--- src/hw/rtl/jbt_pkg.sv ---
// ----------------------------------------------------------------------------
// jbt_pkg
// shared types, token and error codes and keyword tables of the json tokenizer
// ----------------------------------------------------------------------------
package jbt_pkg;

   typedef enum logic [6:0] {
      MODE_IDLE    = 7'b0000001,
      MODE_STRING  = 7'b0000010,
      MODE_ESCAPE  = 7'b0000100,
      MODE_HEX     = 7'b0001000,
      MODE_NUMBER  = 7'b0010000,
      MODE_KEYWORD = 7'b0100000,
      MODE_DONE    = 7'b1000000
   } lex_mode_type;

   localparam logic [4:0] TK_OBJ_BEGIN = 5'd0;
   localparam logic [4:0] TK_OBJ_END   = 5'd1;
   localparam logic [4:0] TK_ARR_BEGIN = 5'd2;
   localparam logic [4:0] TK_ARR_END   = 5'd3;
   localparam logic [4:0] TK_COMMA     = 5'd4;
   localparam logic [4:0] TK_COLON     = 5'd5;
   localparam logic [4:0] TK_STR_BEGIN = 5'd6;
   localparam logic [4:0] TK_STR_CHAR  = 5'd7;
   localparam logic [4:0] TK_STR_END   = 5'd8;
   localparam logic [4:0] TK_NUM_CHAR  = 5'd9;
   localparam logic [4:0] TK_NUM_INT   = 5'd10;
   localparam logic [4:0] TK_NUM_DBL   = 5'd11;
   localparam logic [4:0] TK_TRUE      = 5'd12;
   localparam logic [4:0] TK_EOF       = 5'd15;
   localparam logic [4:0] TK_ERROR     = 5'd16;

   localparam logic [3:0] ERR_NONE         = 4'd0;
   localparam logic [3:0] ERR_UNKNOWN_BYTE = 4'd1;
   localparam logic [3:0] ERR_BSLASH_EOF   = 4'd2;
   localparam logic [3:0] ERR_BAD_ESCAPE   = 4'd3;
   localparam logic [3:0] ERR_BAD_HEX      = 4'd4;
   localparam logic [3:0] ERR_EOF_IN_HEX   = 4'd5;
   localparam logic [3:0] ERR_HEX_RANGE    = 4'd6;
   localparam logic [3:0] ERR_NON_ASCII    = 4'd7;
   localparam logic [3:0] ERR_BAD_KEYWORD  = 4'd8;
   localparam logic [3:0] ERR_EOF_IN_KW    = 4'd9;
   localparam logic [3:0] ERR_OPEN_STRING  = 4'd10;

   localparam logic [2:0] HEX_DIGITS = 3'd4;
   localparam logic [7:0] ASCII_MAX  = 8'd127;

   typedef struct packed {
      logic [4:0] token_kind;
      logic [6:0] char_value;
      logic [3:0] error_code;
      logic       last_of_run;
   } result_type;

   typedef struct packed {
      lex_mode_type mode;
      logic [2:0]   hex_count;
      logic [15:0]  hex_accum;
      logic [1:0]   keyword_id;
      logic [2:0]   keyword_pos;
      logic         number_is_double;
      logic         halted;
      logic [3:0]   err_code;
   } lex_state_type;

   typedef struct packed {
      logic          emit;
      result_type    res;
      lex_state_type st;
   } idle_step_type;

   function automatic result_type make_result(logic [4:0] kind, logic [6:0] ch,
                                              logic [3:0] err);
      result_type r;
      r.token_kind  = kind;
      r.char_value  = ch;
      r.error_code  = err;
      r.last_of_run = 1'b0;
      return r;
   endfunction

   function automatic logic [2:0] kw_len(logic [1:0] id);
      logic [2:0] len;
      case (id)
         2'd0:    len = 3'd4;
         2'd1:    len = 3'd5;
         2'd2:    len = 3'd4;
         default: len = 3'd0;
      endcase
      return len;
   endfunction

   function automatic logic [7:0] kw_char(logic [1:0] id, logic [2:0] pos);
      logic [7:0] c;
      case ({id, pos})
         {2'd0, 3'd0}: c = "t";
         {2'd0, 3'd1}: c = "r";
         {2'd0, 3'd2}: c = "u";
         {2'd0, 3'd3}: c = "e";
         {2'd1, 3'd0}: c = "f";
         {2'd1, 3'd1}: c = "a";
         {2'd1, 3'd2}: c = "l";
         {2'd1, 3'd3}: c = "s";
         {2'd1, 3'd4}: c = "e";
         {2'd2, 3'd0}: c = "n";
         {2'd2, 3'd1}: c = "u";
         {2'd2, 3'd2}: c = "l";
         {2'd2, 3'd3}: c = "l";
         default:      c = 8'd0;
      endcase
      return c;
   endfunction

endpackage

--- src/hw/rtl/jbt_lexer.sv ---
// ----------------------------------------------------------------------------
// jbt_lexer
// next-state and result logic of the tokenizer for one input transaction
// ----------------------------------------------------------------------------
module jbt_lexer import jbt_pkg::*; (
   input  lex_state_type cur_state,
   input  logic [7:0]    in_byte,
   input  logic          end_of_input,
   output lex_state_type nxt_state,
   output logic [1:0]    result_count,
   output result_type    result0,
   output result_type    result1
);

   function automatic idle_step_type idle_step(logic [7:0] b, lex_state_type s);
      idle_step_type o;
      o.emit    = 1'b1;
      o.st      = s;
      o.st.mode = MODE_IDLE;
      o.res     = make_result(TK_ERROR, 7'd0, ERR_NONE);
      case (b)
         "{": o.res = make_result(TK_OBJ_BEGIN, 7'd0, ERR_NONE);
         "}": o.res = make_result(TK_OBJ_END, 7'd0, ERR_NONE);
         "[": o.res = make_result(TK_ARR_BEGIN, 7'd0, ERR_NONE);
         "]": o.res = make_result(TK_ARR_END, 7'd0, ERR_NONE);
         ",": o.res = make_result(TK_COMMA, 7'd0, ERR_NONE);
         ":": o.res = make_result(TK_COLON, 7'd0, ERR_NONE);
         "\"": begin
            o.st.mode = MODE_STRING;
            o.res     = make_result(TK_STR_BEGIN, 7'd0, ERR_NONE);
         end
         "t", "f", "n": begin
            o.emit           = 1'b0;
            o.st.keyword_id  = (b == "t") ? 2'd0 : (b == "f") ? 2'd1 : 2'd2;
            o.st.keyword_pos = 3'd1;
            o.st.mode        = MODE_KEYWORD;
         end
         " ", "\t", "\r", "\n": o.emit = 1'b0;
         default: begin
            if (b == "-" || (b >= "0" && b <= "9")) begin
               o.st.number_is_double = 1'b0;
               o.st.mode             = MODE_NUMBER;
               o.res                 = make_result(TK_NUM_CHAR, b[6:0], ERR_NONE);
            end else begin
               o.st.halted   = 1'b1;
               o.st.err_code = ERR_UNKNOWN_BYTE;
               o.st.mode     = MODE_IDLE;
               o.res         = make_result(TK_ERROR, 7'd0, ERR_UNKNOWN_BYTE);
            end
         end
      endcase
      return o;
   endfunction

   idle_step_type idle_out;
   logic [3:0]    hex_digit;
   logic          hex_ok;
   logic [15:0]   hex_accum_new;
   logic [2:0]    hex_count_new;
   logic [2:0]    kw_pos_new;
   logic [3:0]    fail_code;
   logic          fail;
   logic [4:0]    num_end_kind;

   always_comb begin
      hex_ok    = 1'b1;
      hex_digit = 4'd0;
      if (in_byte >= "0" && in_byte <= "9") begin
         hex_digit = 4'(in_byte - "0");
      end else if (in_byte >= "a" && in_byte <= "f") begin
         hex_digit = 4'(in_byte - "a" + 8'd10);
      end else if (in_byte >= "A" && in_byte <= "F") begin
         hex_digit = 4'(in_byte - "A" + 8'd10);
      end else begin
         hex_ok = 1'b0;
      end
   end

   assign idle_out      = idle_step(in_byte, cur_state);
   assign hex_accum_new = {cur_state.hex_accum[11:0], hex_digit};
   assign hex_count_new = cur_state.hex_count + 3'd1;
   assign kw_pos_new    = cur_state.keyword_pos + 3'd1;
   assign num_end_kind  = cur_state.number_is_double ? TK_NUM_DBL : TK_NUM_INT;

   always_comb begin
      nxt_state    = cur_state;
      result_count = 2'd0;
      result0      = make_result(TK_ERROR, 7'd0, ERR_NONE);
      result1      = make_result(TK_ERROR, 7'd0, ERR_NONE);
      fail         = 1'b0;
      fail_code    = ERR_NONE;
      if (cur_state.halted) begin
         result_count = 2'd1;
         result0      = make_result(TK_ERROR, 7'd0, cur_state.err_code);
      end else if (cur_state.mode == MODE_DONE) begin
         result_count = 2'd1;
         result0      = make_result(TK_EOF, 7'd0, ERR_NONE);
      end else if (end_of_input) begin
         case (cur_state.mode)
            MODE_STRING: begin
               fail      = 1'b1;
               fail_code = ERR_OPEN_STRING;
            end
            MODE_ESCAPE: begin
               fail      = 1'b1;
               fail_code = ERR_BSLASH_EOF;
            end
            MODE_HEX: begin
               fail      = 1'b1;
               fail_code = ERR_EOF_IN_HEX;
            end
            MODE_KEYWORD: begin
               fail      = 1'b1;
               fail_code = ERR_EOF_IN_KW;
            end
            MODE_NUMBER: begin
               nxt_state.mode = MODE_DONE;
               result_count   = 2'd2;
               result0        = make_result(num_end_kind, 7'd0, ERR_NONE);
               result1        = make_result(TK_EOF, 7'd0, ERR_NONE);
            end
            default: begin
               nxt_state.mode = MODE_DONE;
               result_count   = 2'd1;
               result0        = make_result(TK_EOF, 7'd0, ERR_NONE);
            end
         endcase
      end else begin
         case (cur_state.mode)
            MODE_IDLE: begin
               nxt_state    = idle_out.st;
               result_count = {1'b0, idle_out.emit};
               result0      = idle_out.res;
            end
            MODE_STRING: begin
               if (in_byte == "\"") begin
                  nxt_state.mode = MODE_IDLE;
                  result_count   = 2'd1;
                  result0        = make_result(TK_STR_END, 7'd0, ERR_NONE);
               end else if (in_byte == "\\") begin
                  nxt_state.mode = MODE_ESCAPE;
               end else if (in_byte > ASCII_MAX) begin
                  fail      = 1'b1;
                  fail_code = ERR_NON_ASCII;
               end else begin
                  result_count = 2'd1;
                  result0      = make_result(TK_STR_CHAR, in_byte[6:0], ERR_NONE);
               end
            end
            MODE_ESCAPE: begin
               nxt_state.mode = MODE_STRING;
               result_count   = 2'd1;
               case (in_byte)
                  "\"":    result0 = make_result(TK_STR_CHAR, 7'h22, ERR_NONE);
                  "\\":    result0 = make_result(TK_STR_CHAR, 7'h5C, ERR_NONE);
                  "/":     result0 = make_result(TK_STR_CHAR, 7'h2F, ERR_NONE);
                  "b":     result0 = make_result(TK_STR_CHAR, 7'd8, ERR_NONE);
                  "f":     result0 = make_result(TK_STR_CHAR, 7'd12, ERR_NONE);
                  "n":     result0 = make_result(TK_STR_CHAR, 7'd10, ERR_NONE);
                  "r":     result0 = make_result(TK_STR_CHAR, 7'd13, ERR_NONE);
                  "t":     result0 = make_result(TK_STR_CHAR, 7'd9, ERR_NONE);
                  "u": begin
                     result_count        = 2'd0;
                     nxt_state.hex_count = 3'd0;
                     nxt_state.hex_accum = 16'd0;
                     nxt_state.mode      = MODE_HEX;
                  end
                  default: begin
                     result_count = 2'd0;
                     fail         = 1'b1;
                     fail_code    = ERR_BAD_ESCAPE;
                  end
               endcase
            end
            MODE_HEX: begin
               if (!hex_ok) begin
                  fail      = 1'b1;
                  fail_code = ERR_BAD_HEX;
               end else begin
                  nxt_state.hex_accum = hex_accum_new;
                  nxt_state.hex_count = hex_count_new;
                  if (hex_count_new >= HEX_DIGITS) begin
                     if (hex_accum_new > 16'(ASCII_MAX)) begin
                        fail      = 1'b1;
                        fail_code = ERR_HEX_RANGE;
                     end else begin
                        nxt_state.mode = MODE_STRING;
                        result_count   = 2'd1;
                        result0 = make_result(TK_STR_CHAR, hex_accum_new[6:0], ERR_NONE);
                     end
                  end
               end
            end
            MODE_NUMBER: begin
               if (in_byte == "e" || in_byte == "E" || in_byte == ".") begin
                  nxt_state.number_is_double = 1'b1;
                  result_count = 2'd1;
                  result0      = make_result(TK_NUM_CHAR, in_byte[6:0], ERR_NONE);
               end else if (in_byte == "-" || in_byte == "+" ||
                            (in_byte >= "0" && in_byte <= "9")) begin
                  result_count = 2'd1;
                  result0      = make_result(TK_NUM_CHAR, in_byte[6:0], ERR_NONE);
               end else begin
                  nxt_state    = idle_out.st;
                  result0      = make_result(num_end_kind, 7'd0, ERR_NONE);
                  result1      = idle_out.res;
                  result_count = idle_out.emit ? 2'd2 : 2'd1;
               end
            end
            MODE_KEYWORD: begin
               if (cur_state.keyword_id == 2'd3 ||
                   cur_state.keyword_pos >= kw_len(cur_state.keyword_id) ||
                   in_byte != kw_char(cur_state.keyword_id, cur_state.keyword_pos)) begin
                  fail      = 1'b1;
                  fail_code = ERR_BAD_KEYWORD;
               end else begin
                  nxt_state.keyword_pos = kw_pos_new;
                  if (kw_pos_new >= kw_len(cur_state.keyword_id)) begin
                     nxt_state.mode = MODE_IDLE;
                     result_count   = 2'd1;
                     result0 = make_result(TK_TRUE + 5'(cur_state.keyword_id),
                                           7'd0, ERR_NONE);
                  end
               end
            end
            default: begin
               result_count = 2'd1;
               result0      = make_result(TK_EOF, 7'd0, ERR_NONE);
            end
         endcase
      end
      if (fail) begin
         nxt_state.halted   = 1'b1;
         nxt_state.err_code = fail_code;
         nxt_state.mode     = MODE_IDLE;
         result_count       = 2'd1;
         result0            = make_result(TK_ERROR, 7'd0, fail_code);
      end
      if (result_count == 2'd2) begin
         result1.last_of_run = 1'b1;
      end else begin
         result0.last_of_run = 1'b1;
      end
   end

endmodule

--- src/hw/rtl/json_byte_tokenizer.sv ---
// ----------------------------------------------------------------------------
// json_byte_tokenizer
// byte-serial json lexer: whitespace skipping, structural tokens, strings with
// escapes, numbers and keywords, sticky errors
// datapath: the req byte is registered, then its lexer results are registered for rsp
// throughput: one byte per cycle while rsp is ready; a byte that gives two results
// holds the next byte back until the single rsp port drains the result register
// reset: synchronous; clears lexer state, sticky error and pending results
// ----------------------------------------------------------------------------
module json_byte_tokenizer import jbt_pkg::*; (
   input  logic        clock,
   input  logic        reset,
   input  logic        req_tvalid,
   output logic        req_tready,
   input  logic [7:0]  req_tdata,   // in_byte
   input  logic        req_tuser,   // end_of_input
   output logic        rsp_tvalid,
   input  logic        rsp_tready,
   output logic [15:0] rsp_tdata,   // token_kind, char_value, error_code
   output logic        rsp_tlast    // last_of_run
);

   logic          in_valid_ff, in_valid_in;
   logic [7:0]    in_byte_ff;
   logic          in_end_ff;
   lex_state_type state_ff, state_in;
   logic [1:0]    count_ff, count_in;
   result_type    out0_ff, out0_in;
   result_type    out1_ff, out1_in;
   result_type    res0, res1;
   logic [1:0]    res_count;
   logic          pop, fire, req_take;

   jbt_lexer u_lexer (
      .cur_state    (state_ff),
      .in_byte      (in_byte_ff),
      .end_of_input (in_end_ff),
      .nxt_state    (state_in),
      .result_count (res_count),
      .result0      (res0),
      .result1      (res1)
   );

   assign pop        = rsp_tvalid && rsp_tready;
   assign fire       = in_valid_ff && (count_ff == 2'd0 || (count_ff == 2'd1 && pop));
   assign req_tready = !in_valid_ff || fire;
   assign req_take   = req_tvalid && req_tready;

   assign rsp_tvalid = (count_ff != 2'd0);
   assign rsp_tdata  = {out0_ff.error_code, out0_ff.char_value, out0_ff.token_kind};
   assign rsp_tlast  = out0_ff.last_of_run;

   always_comb begin
      in_valid_in = req_take || (in_valid_ff && !fire);
      count_in    = count_ff;
      out0_in     = out0_ff;
      out1_in     = out1_ff;
      if (fire) begin
         count_in = res_count;
         out0_in  = res0;
         out1_in  = res1;
      end else if (pop) begin
         count_in = count_ff - 2'd1;
         out0_in  = out1_ff;
      end
   end

   always_ff @(posedge clock) begin
      if (reset) begin
         in_valid_ff                 <= 1'b0;
         count_ff                    <= 2'd0;
         state_ff.mode               <= MODE_IDLE;
         state_ff.hex_count          <= 3'd0;
         state_ff.hex_accum          <= 16'd0;
         state_ff.keyword_id         <= 2'd0;
         state_ff.keyword_pos        <= 3'd0;
         state_ff.number_is_double   <= 1'b0;
         state_ff.halted             <= 1'b0;
         state_ff.err_code           <= ERR_NONE;
      end else begin
         in_valid_ff <= in_valid_in;
         count_ff    <= count_in;
         if (fire) begin
            state_ff <= state_in;
         end
      end
   end

   always_ff @(posedge clock) begin
      if (req_take) begin
         in_byte_ff <= req_tdata;
         in_end_ff  <= req_tuser;
      end
      out0_ff <= out0_in;
      out1_ff <= out1_in;
   end

endmodule

--- config.mk ---
export PLATFORM = sky130hd
export DESIGN_NAME = json_byte_tokenizer
export DESIGN_NICKNAME = d
export VERILOG_FILES = /design/src/hw/rtl/jbt_pkg.sv /design/src/hw/rtl/jbt_lexer.sv /design/src/hw/rtl/json_byte_tokenizer.sv
export SDC_FILE = /design/constraint.sdc
export NUM_CORES = 1
export LEC_CHECK = 0
export BUFFER_PORTS_ARGS = -buffer_cell sky130_fd_sc_hd__buf_4
export CAP_MARGIN = 20
export CORE_AREA = 2 2 109 111
export CTS_CLUSTER_DIAMETER = 30
export CTS_CLUSTER_SIZE = 25
export DETAILED_ROUTE_END_ITERATION = 12
export DIE_AREA = 0 0 111 113
export PLACE_DENSITY = 0.74
export RECOVER_POWER = 50
export SYNTH_ARGS = -nofsm -noshare
export SYNTH_HDL_FRONTEND = slang
export SYNTH_HIERARCHICAL = 1
export SYNTH_SLANG_ARGS = --single-unit
--- constraint.sdc ---
create_clock -name clock -period 2.7 [get_ports clock]
set_input_delay 0.27 -clock clock [delete_from_list [all_inputs] [get_ports clock]]
set_output_delay 0.27 -clock clock [all_outputs]
set_load 0.01 [all_outputs]
# Word level (Yosys, flattened, before mapping)
# Memory sizes are Yosys's and may differ from the RTL's.
# Cells that the tools add are included.
# Widths: inputs -> output; s select.
# totals
register_bits,83
mem_bits_ro,224
in_bits,13
mem_bits_rw,0
latch_bits,0
output_inout_bits,19
n_memories,1
# op_classes
n_eq_ne,56
n_mux,130
n_div,0
multipliers,0
n_bitwise,4
n_lt_le_gt_ge,11
n_addsub,9
n_shift,0
n_reduce_logical,44
# memory_table
name,depth,word_bits,read_ports,rd_ports_with_merged_regs,wr,line_no,source
(name not given),32,7,1,0,0,jbt_pkg.sv:95,"case ({id, pos})"
# ops
cell,n
$mux 17,19
$pmux 17 s8,2
$mux 37,3
$eq 8x7->1 const B,13
$pmux 17 s6,1
$eq 8x6->1 const B,8
$mux 7,9
$pmux 19 s3,1
$mux 24,2
$mux 4,11
$pmux 7 s6,1
$mux 3,12
$mux 2,17
$pmux 17 s2,1
$mux 8,4
$pmux 4 s4,2
$mux 31,1
$mux 30,1
$mux 14,2
$mux 1,26
$mux 26,1
$mux 23,1
$pmux 7 s3,1
$mux 5,4
57 further kinds,111

# Longest topological paths before layout
# Gate-level depths: netlist of the first run.
# logic_depth
ltp_word,26
mapped_depth,13

# Hierarchy
# The synthesis of the first run kept the hierarchy.
# modules_own_cells
mod,n_inst,cells_each,area_per_inst_um2,seq_area_each_um2
json_byte_tokenizer,1,256,3185.6,2092.0
jbt_lexer,1,438,2937.8,0.0

# Worst setup path before layout of the first run
# No wires, ideal clock.
# synth_path
kind,flip-flop to flip-flop
from,register in_byte_ff[1]
to,"register out0_ff (netlist bit rsp_tdata[0]), data pin"
setup_slack_ps,-292
arrival_time_ps,2732
stages_incl_launch_ff,13
t_required_ps,2440
synth_period_minus_slack_ps,2992
setup_time_ps,260
path_cell_list,edfxtp_1 -> inv_1 -> ha_1 -> buf_2 -> or3b_4 -> o311ai_4 -> a2111oi_4 -> and2_4 -> buf_6 -> nor4b_2 -> inv_1 -> o311a_1 -> mux2_4
# synth_rtl
element,line_no,source
from (decl),json_byte_tokenizer.sv:24,logic [7:0] in_byte_ff;
from (signal assigned),json_byte_tokenizer.sv:91,in_byte_ff <= req_tdata;
to (signal assigned),json_byte_tokenizer.sv:94,out0_ff <= out0_in;
to (decl),json_byte_tokenizer.sv:28,"result_type out0_ff, out0_in;"

==> results of run 1 <==
flip-flops by register name, summed over array words and instances, names as in the netlist:
register and cells:
count_ff 2, state_ff 33, rsp_tdata 16, in_end_ff 1, rsp_tlast 1, out1_ff 17, in_byte_ff 8, in_valid_ff 1
final cells by class:
cell class              count  area (um2)
well taps                 143       178.9
fillers                   841        2870
repair buffers            206        1573
multi-input cells         516        4227
clock inverters             5       33.78
clock buffers              11       275.3
inverters                  22       90.09
flip-flops and latches     79        2024
final timing paths:
kind	end	slack, ps	cells past startpoint
setup / recovery	rsp_tdata[5]	-170	11
hold / removal	in_byte_ff[3]	110	1
setup reg to reg	rsp_tdata[5]	-170	11
hold reg to reg	state_ff[20]	500	2
what timing repair did:
| item | in CTS | in global routing |
|---|---|---|
| setup endpoints to repair | 31 | 48 |
| buffers inserted | 21 | 24 |
| resized for setup | 81 | 79 |
| pin swaps | 43 | 53 |
critical path, stage by stage, from the launching register on:
cell and delay [ps]:
sky130_fd_sc_hd__edfxtp_1 430, sky130_fd_sc_hd__inv_2 110, sky130_fd_sc_hd__buf_6 100, sky130_fd_sc_hd__ha_4 140, sky130_fd_sc_hd__or3b_4 400, sky130_fd_sc_hd__o311ai_4 120, sky130_fd_sc_hd__a2111oi_4 140, sky130_fd_sc_hd__and2_4 210
sky130_fd_sc_hd__buf_6 140, sky130_fd_sc_hd__a222oi_1 460, sky130_fd_sc_hd__nor3_2 70, sky130_fd_sc_hd__mux2_4 280
stage by stage:
step                setup TNS, ps  cell area (um2)  util (%)
detailed placement          -5724             7039     62.45
floorplan                   -1161             6032         -
global route                -4214             8402     74.54
CTS                        -801.4             7905     70.13
global placement            -5310             7039     62.45
finish                      -2146             8402     74.54
power groups by stage:
stage                     Combinational [uW]  Clock [uW]  Sequential, uW
after detailed placement                1000           0            1490
final                                   1190        1260            1460
after CTS                               1090        1260            1460
after floorplan                          641           0            1490
after global placement                   988           0            1480
after global routing                    1250        1330            1470
per-layer routing:
metal / global-route usage [%] / vias up
met5: 0 / -
met4: 15.25 / 0
met3: 5.517 / 88
met2: 55.13 / 340
met1: 40.55 / 2997
li1: - / 2828
==> qor.csv, run 1 <==
stage,metric,value,unit
pwr,swShare,33.44,%
place,rd_place_congestion,1.033,
synthesis,yosysWarningCount,6,
cells_and_area,area_growth,41.25,%
setup_path,worstSetupPathType,register to register,
cells_and_area,final_nets,865,
setup_path,critPathRequiredTime,2800,ps
synthesis,synthesis.area,5948,um2
clocking,worst_setup_hold_path_clk_slew,60,ps
pwr,total_leakage_power,0.003268,uW
timing,min_period,2867,ps
floorplan,design.die.area,12540,um2
setup_path,critical_path.startpoint_type,register,
floorplan,start_util,52.77,%
routing,totalWireLength,21530,um
routing,drtAntennaViolNets,0,
floorplan,num_io_pins,32,
clocking,clock_tree.root_cell,sky130_fd_sc_hd__clkbuf_16,
global_routing,grt_pass1_vias,5978,
routing,route.detailed.vias_per_inst,6.368,
timing,hold-worst-slack,106.0,ps
outcome,violations,negative setup slack,
place,buffer_ports.inserted,31,
clocking,clock_path_buffers,2,
pwr,pwr-share-clk,32.3,%
global_routing,antenna_found_initial,0,
floorplan,placeableCoreArea,11270,um2
routing,drtIter0Drc,651,
timing,timing.final.setup_violations,25,
hold_path,timing.hold.worst.start,req_tdata[3],
routing,drt-wirelength-per-cell,21.93,um
pwr,comb_power_share,30.4,%
global_routing,overflow_left_after_global_routing,0,
pwr,ir_worst_vdd,435.9,uV
synthesis,post_synth_inst_count,674,
pwr,internal-power,2601,uW
routing,total_routed_wire_length_on_the_met1_layer,8557,um
job,max_cap_viols,0,
timing,worst_clock_skew,8.488,ps
timing,hold_viol_final,0,
clocking,worstSkewPairLatency,360,ps
hold_path,worstHoldPathType,input port to register,
routing,wl_met2,10300,um
timing,tightestPinTransition,1100,ps
routing,dr_wl_met3,1616,um
routing,dr.max_layer_used,met4,
timing,rsz_0062_raised_after_global_routing,true,
routing,route.vias.total,6253,
cells_and_area,finalNonFillerCells,982,
routing,dr.pass1.iters,5,
clocking,tritoncts,done,
setup_path,critPathCaptureType,register,
timing,achievable-frequency,0.3487,GHz
floorplan,std_cell_rows,39,
clocking,cts_num_sinks,79,
setup_path,arrival,2970,ps
floorplan,die_h,113,um
global_routing,groute.usage.overall,32.47,%
cells_and_area,drive_above_1_share,42.07,%
timing,timing.final.crit_share,106.2,%
timing,slew_headroom,26.58,%
clocking,ctsHtreeMaxLevel,3,
global_routing,grt_start_max_net_pins,37,
synthesis,synthesis.area_per_instance,8.825,um2
routing,drc,0,
outcome,outcome,"complete, but fails checks",
timing,final_critical_path_setup_slack,-167.5,ps
cells_and_area,antennaDiodeCount,0,
pwr,seq_power_share,37.3,%
place,pre_cts_slack,-280.2,ps
timing,slew_violations,0,
global_routing,global_route_wire_length_before_repair,32020,um
setup_path,timing.rr.start,in_byte_ff[0],
setup_path,start_point_of_the_critical_path,in_byte_ff[0],
pwr,power-per-cell-area,465.0,nW/um2
cells_and_area,layout.cells.most_common,sky130_fd_sc_hd__buf_4,
pwr,total_power,3907,uW
cells_and_area,leading_cell_types_in_the_layout_fill_and_taps_excluded,"155 x sky130_fd_sc_hd__buf_4, 50 x sky130_fd_sc_hd__o21ai_0, 45 x sky130_fd_sc_hd__nand2_1, 45 x sky130_fd_sc_hd__nand3_1, 43 x sky130_fd_sc_hd__edfxtp_1",
setup_path,worstPathMaxFanout,6,
pwr,p_sw,1306,uW
place,hpwlAfterDp,14620,um
clocking,holdBufCountCts,0,
place,dpl.cell_count,921,
clocking,cts-buffers-inserted,9,
floorplan,fp.dieW,111,um
(Power assumes the default switching activity.)
==> inputs of run 2 (changes only) <==
--- a/config.mk
+++ b/config.mk
@@ -5,14 +5,15 @@
 export SDC_FILE = /design/constraint.sdc
 export NUM_CORES = 1
 export LEC_CHECK = 0
+export ABC_AREA = 1
 export BUFFER_PORTS_ARGS = -buffer_cell sky130_fd_sc_hd__buf_4
 export CAP_MARGIN = 20
-export CORE_AREA = 2 2 109 111
+export CORE_AREA = 2 2 106 108
 export CTS_CLUSTER_DIAMETER = 30
 export CTS_CLUSTER_SIZE = 25
 export DETAILED_ROUTE_END_ITERATION = 12
-export DIE_AREA = 0 0 111 113
-export PLACE_DENSITY = 0.74
+export DIE_AREA = 0 0 108 110
+export PLACE_DENSITY = 0.75
 export RECOVER_POWER = 50
 export SYNTH_ARGS = -nofsm -noshare
 export SYNTH_HDL_FRONTEND = slang
==> run 2 against run 1 <==
  * The flow now finishes without violations
  * Synthesized area down 5.2%
  * Core utilization down 12 points
  * Critical path depth up 5
  * Sequential share of layout area up 6.2 points
  * Flip-flop and latch count unchanged
  * Worst hold slack worse by 51 ps
  * Die area down 5.3%
  * Critical endpoint is now state_ff[32]
==> qor.csv, run 2 <==
stage,metric,value,unit
clocking,worst_setup_hold_path_clk_slew,80,ps
pwr,ir_worst_vdd,582.5,uV
global_routing,antenna_found_initial,0,
synthesis,synthesis.area_per_instance,6.918,um2
place,placedInstanceArea,6225,um2
clocking,clock_tree.root_cell,sky130_fd_sc_hd__clkbuf_8,
synthesis,post_synth_inst_count,815,
hold_path,min_delay_path_depth,2,
timing,min_period,2613,ps
clocking,cts_num_sinks,79,
cells_and_area,antennaDiodeCount,0,
synthesis,yosysWarningCount,6,
hold_path,worstHoldPathType,input port to register,
synthesis,synthesis.area,5638,um2
setup_path,rr_endpoint,state_ff[32],
timing,slew_headroom,35.89,%
routing,drtIter0Drc,476,
clocking,ctsHtreeMaxLevel,3,
timing,rsz_0062_raised_after_global_routing,true,
timing,timing.final.crit_share,96.78,%
cells_and_area,leading_cell_types_in_the_layout_fill_and_taps_excluded,"191 x sky130_fd_sc_hd__nand2_1, 126 x sky130_fd_sc_hd__nor2_1, 78 x sky130_fd_sc_hd__inv_1, 67 x sky130_fd_sc_hd__buf_4, 60 x sky130_fd_sc_hd__nand3_1",
setup_path,critPathTopFamily,simple AND/OR/NAND/NOR gates,
setup_path,timing.rr.start,state_ff[6],
timing,worst_clock_skew,14.66,ps
place,hpwlAfterDp,12620,um
floorplan,die_h,110,um
clocking,clock_path_buffers,2,
cells_and_area,area_growth,18.35,%
global_routing,global_route_wire_length_before_repair,26830,um
setup_path,critical_path.startpoint_type,register,
hold_path,timing.hold.worst.start,reset,
setup_path,cp_common_cell,sky130_fd_sc_hd__nor2_1,
hold_path,hold_ep,count_ff[1],
setup_path,worstPathMaxFanout,8,
timing,tightestPinTransition,960.5,ps
timing,slew_violations,0,
place,rd_place_congestion,0.9864,
cells_and_area,design_area,6673,um2
clocking,cts-buffers-inserted,9,
timing,timing.final.setup_violations,0,
floorplan,design.die.area,11880,um2
cells_and_area,seq_area,2024,um2
routing,totalWireLength,16900,um
pwr,power-per-cell-area,635.7,nW/um2
setup_path,critPathMaxStageDelay,420,ps
cells_and_area,multi_input_area,3232,um2
routing,drt-wirelength-per-cell,16.23,um
timing,achievable-frequency,0.3827,GHz
cells_and_area,top_register,state_ff,
clocking,tritoncts,done,
routing,route.detailed.vias_per_inst,5.544,
floorplan,std_cell_rows,38,
routing,dr.pass1.iters,5,
floorplan,placeableCoreArea,10700,um2
global_routing,grt_start_max_net_pins,68,
clocking,worstSkewPairLatency,380,ps
cells_and_area,drive_above_1_share,20.42,%
setup_path,worst_path_cell_with_the_longest_stage_delay,sky130_fd_sc_hd__dfxtp_4,
floorplan,fp.dieW,108,um
timing,hold_viol_final,0,
setup_path,worstRegToRegCells,16,
setup_path,setup.reg_to_reg.worst_slack,90,ps
cells_and_area,fillers,1020,
clocking,holdBufCountCts,0,
routing,drc,0,
setup_path,critical_path.cell_chain,clkinvlp_4 > ha_4 > nor2_1 > nand2_1 > a21oi_2 > nand3_1 > nor2_2 > nand3_4 > a21oi_4 > nand3_2 > nand2_4 > buf_6 > o21ai_0 > nor2_1 > o21ai_0 > nor2_1,
setup_path,arrival,2930,ps
floorplan,start_util,52.70,%
job,max_cap_viols,0,
pwr,total_leakage_power,0.003148,uW
setup_path,critPathCaptureType,register,
cells_and_area,fin_util,62.37,%
routing,route.vias.total,5771,
global_routing,overflow_left_after_global_routing,0,
routing,drtAntennaViolNets,0,
cells_and_area,max_ffs_per_register,33,
floorplan,num_io_pins,32,
setup_path,critical_path_buffers_and_inverters,2,
setup_path,critPathRequiredTime,3010,ps
cells_and_area,final_nets,927,
global_routing,grt_pass1_vias,5365,
outcome,outcome,"complete, no violations",
global_routing,groute.usage.overall,29.25,%
cells_and_area,layout.cells.most_common,sky130_fd_sc_hd__nand2_1,
setup_path,worstSetupPathType,register to register,
place,buffer_ports.inserted,31,
-- run 2: metrics by stage --
stage | instances | TNS [ps] | hold slack [ps] | total power [uW] | setup WS [ps]
final | 1041 | 0 | 55.16 | 4242 | 87.01
after global routing | 1041 | -385.0 | 51.91 | 4528 | -73.91
after CTS | 1027 | 0 | 38.82 | 4164 | 19.65
after detailed placement | 1011 | -74.17 | 448.3 | 3273 | -74.17
after global placement | 1011 | -16.70 | 446.2 | 3239 | -16.70
after floorplan | 824 | 0 | 339.1 | 2746 | 363.0
-- run 2: layout make-up --
type | count | area share (%)
flip-flops and latches | 79 | 30.34
clock inverters | 5 | 0.8813
well taps | 140 | 2.625
repair buffers | 98 | 10.13
clock buffers | 11 | 1.969
multi-input cells | 611 | 48.43
inverters | 97 | 5.625
-- run 2: worst max path at each step --
stage                       start            to  slack, ps  cells past startpoint
floorplan            state_ff[10]   state_ff[4]        360                     19
global placement      state_ff[6]   count_ff[0]        -20                     18
detailed placement    state_ff[6]   count_ff[0]        -70                     18
CTS                 in_byte_ff[0]   count_ff[0]         20                     16
global route          state_ff[6]  state_ff[32]        -70                     18
finish                state_ff[6]  state_ff[32]         90                     16
-- run 2: metal layers --
layer / wire length (um) / vias up / track usage, %
li1: - / 2827 / -
met1: 7506 / 2694 / 38.56
met2: 7982 / 217 / 48.11
met3: 991 / 33 / 5.056
met4: 419 / 0 / 11.26
met5: 0 / - / 0
-- run 2: repair_timing --
item,4_1_cts,5_1_grt
buffers inserted,0,14
gates resized for setup,1,59
hold endpoints to repair,0,0
endpoints found under the setup margin,2,25
pin swaps,0,16
-- run 2: power by group --
| part | leakage, uW | switching, uW | internal, uW | total (uW) |
|---|---|---|---|---|
| Clock | 0.0000916 | 460 | 430 | 889 |
| Sequential | 0.000705 | 130 | 1490 | 1620 |
| Combinational | 0.00235 | 1110 | 622 | 1730 |
| Total | 0.00315 | 1700 | 2540 | 4240 |
-- run 2: worst reg2reg max path, cell delays in order (launching register included) --
cell and delay (ps):
sky130_fd_sc_hd__dfxtp_4 420, sky130_fd_sc_hd__clkinvlp_4 180, sky130_fd_sc_hd__ha_4 250, sky130_fd_sc_hd__nor2_1 100, sky130_fd_sc_hd__nand2_1 70, sky130_fd_sc_hd__a21oi_2 120
sky130_fd_sc_hd__nand3_1 90, sky130_fd_sc_hd__nor2_2 180, sky130_fd_sc_hd__nand3_4 130, sky130_fd_sc_hd__a21oi_4 180, sky130_fd_sc_hd__nand3_2 100, sky130_fd_sc_hd__nand2_4 110
sky130_fd_sc_hd__buf_6 140, sky130_fd_sc_hd__o21ai_0 80, sky130_fd_sc_hd__nor2_1 130, sky130_fd_sc_hd__o21ai_0 100, sky130_fd_sc_hd__nor2_1 140
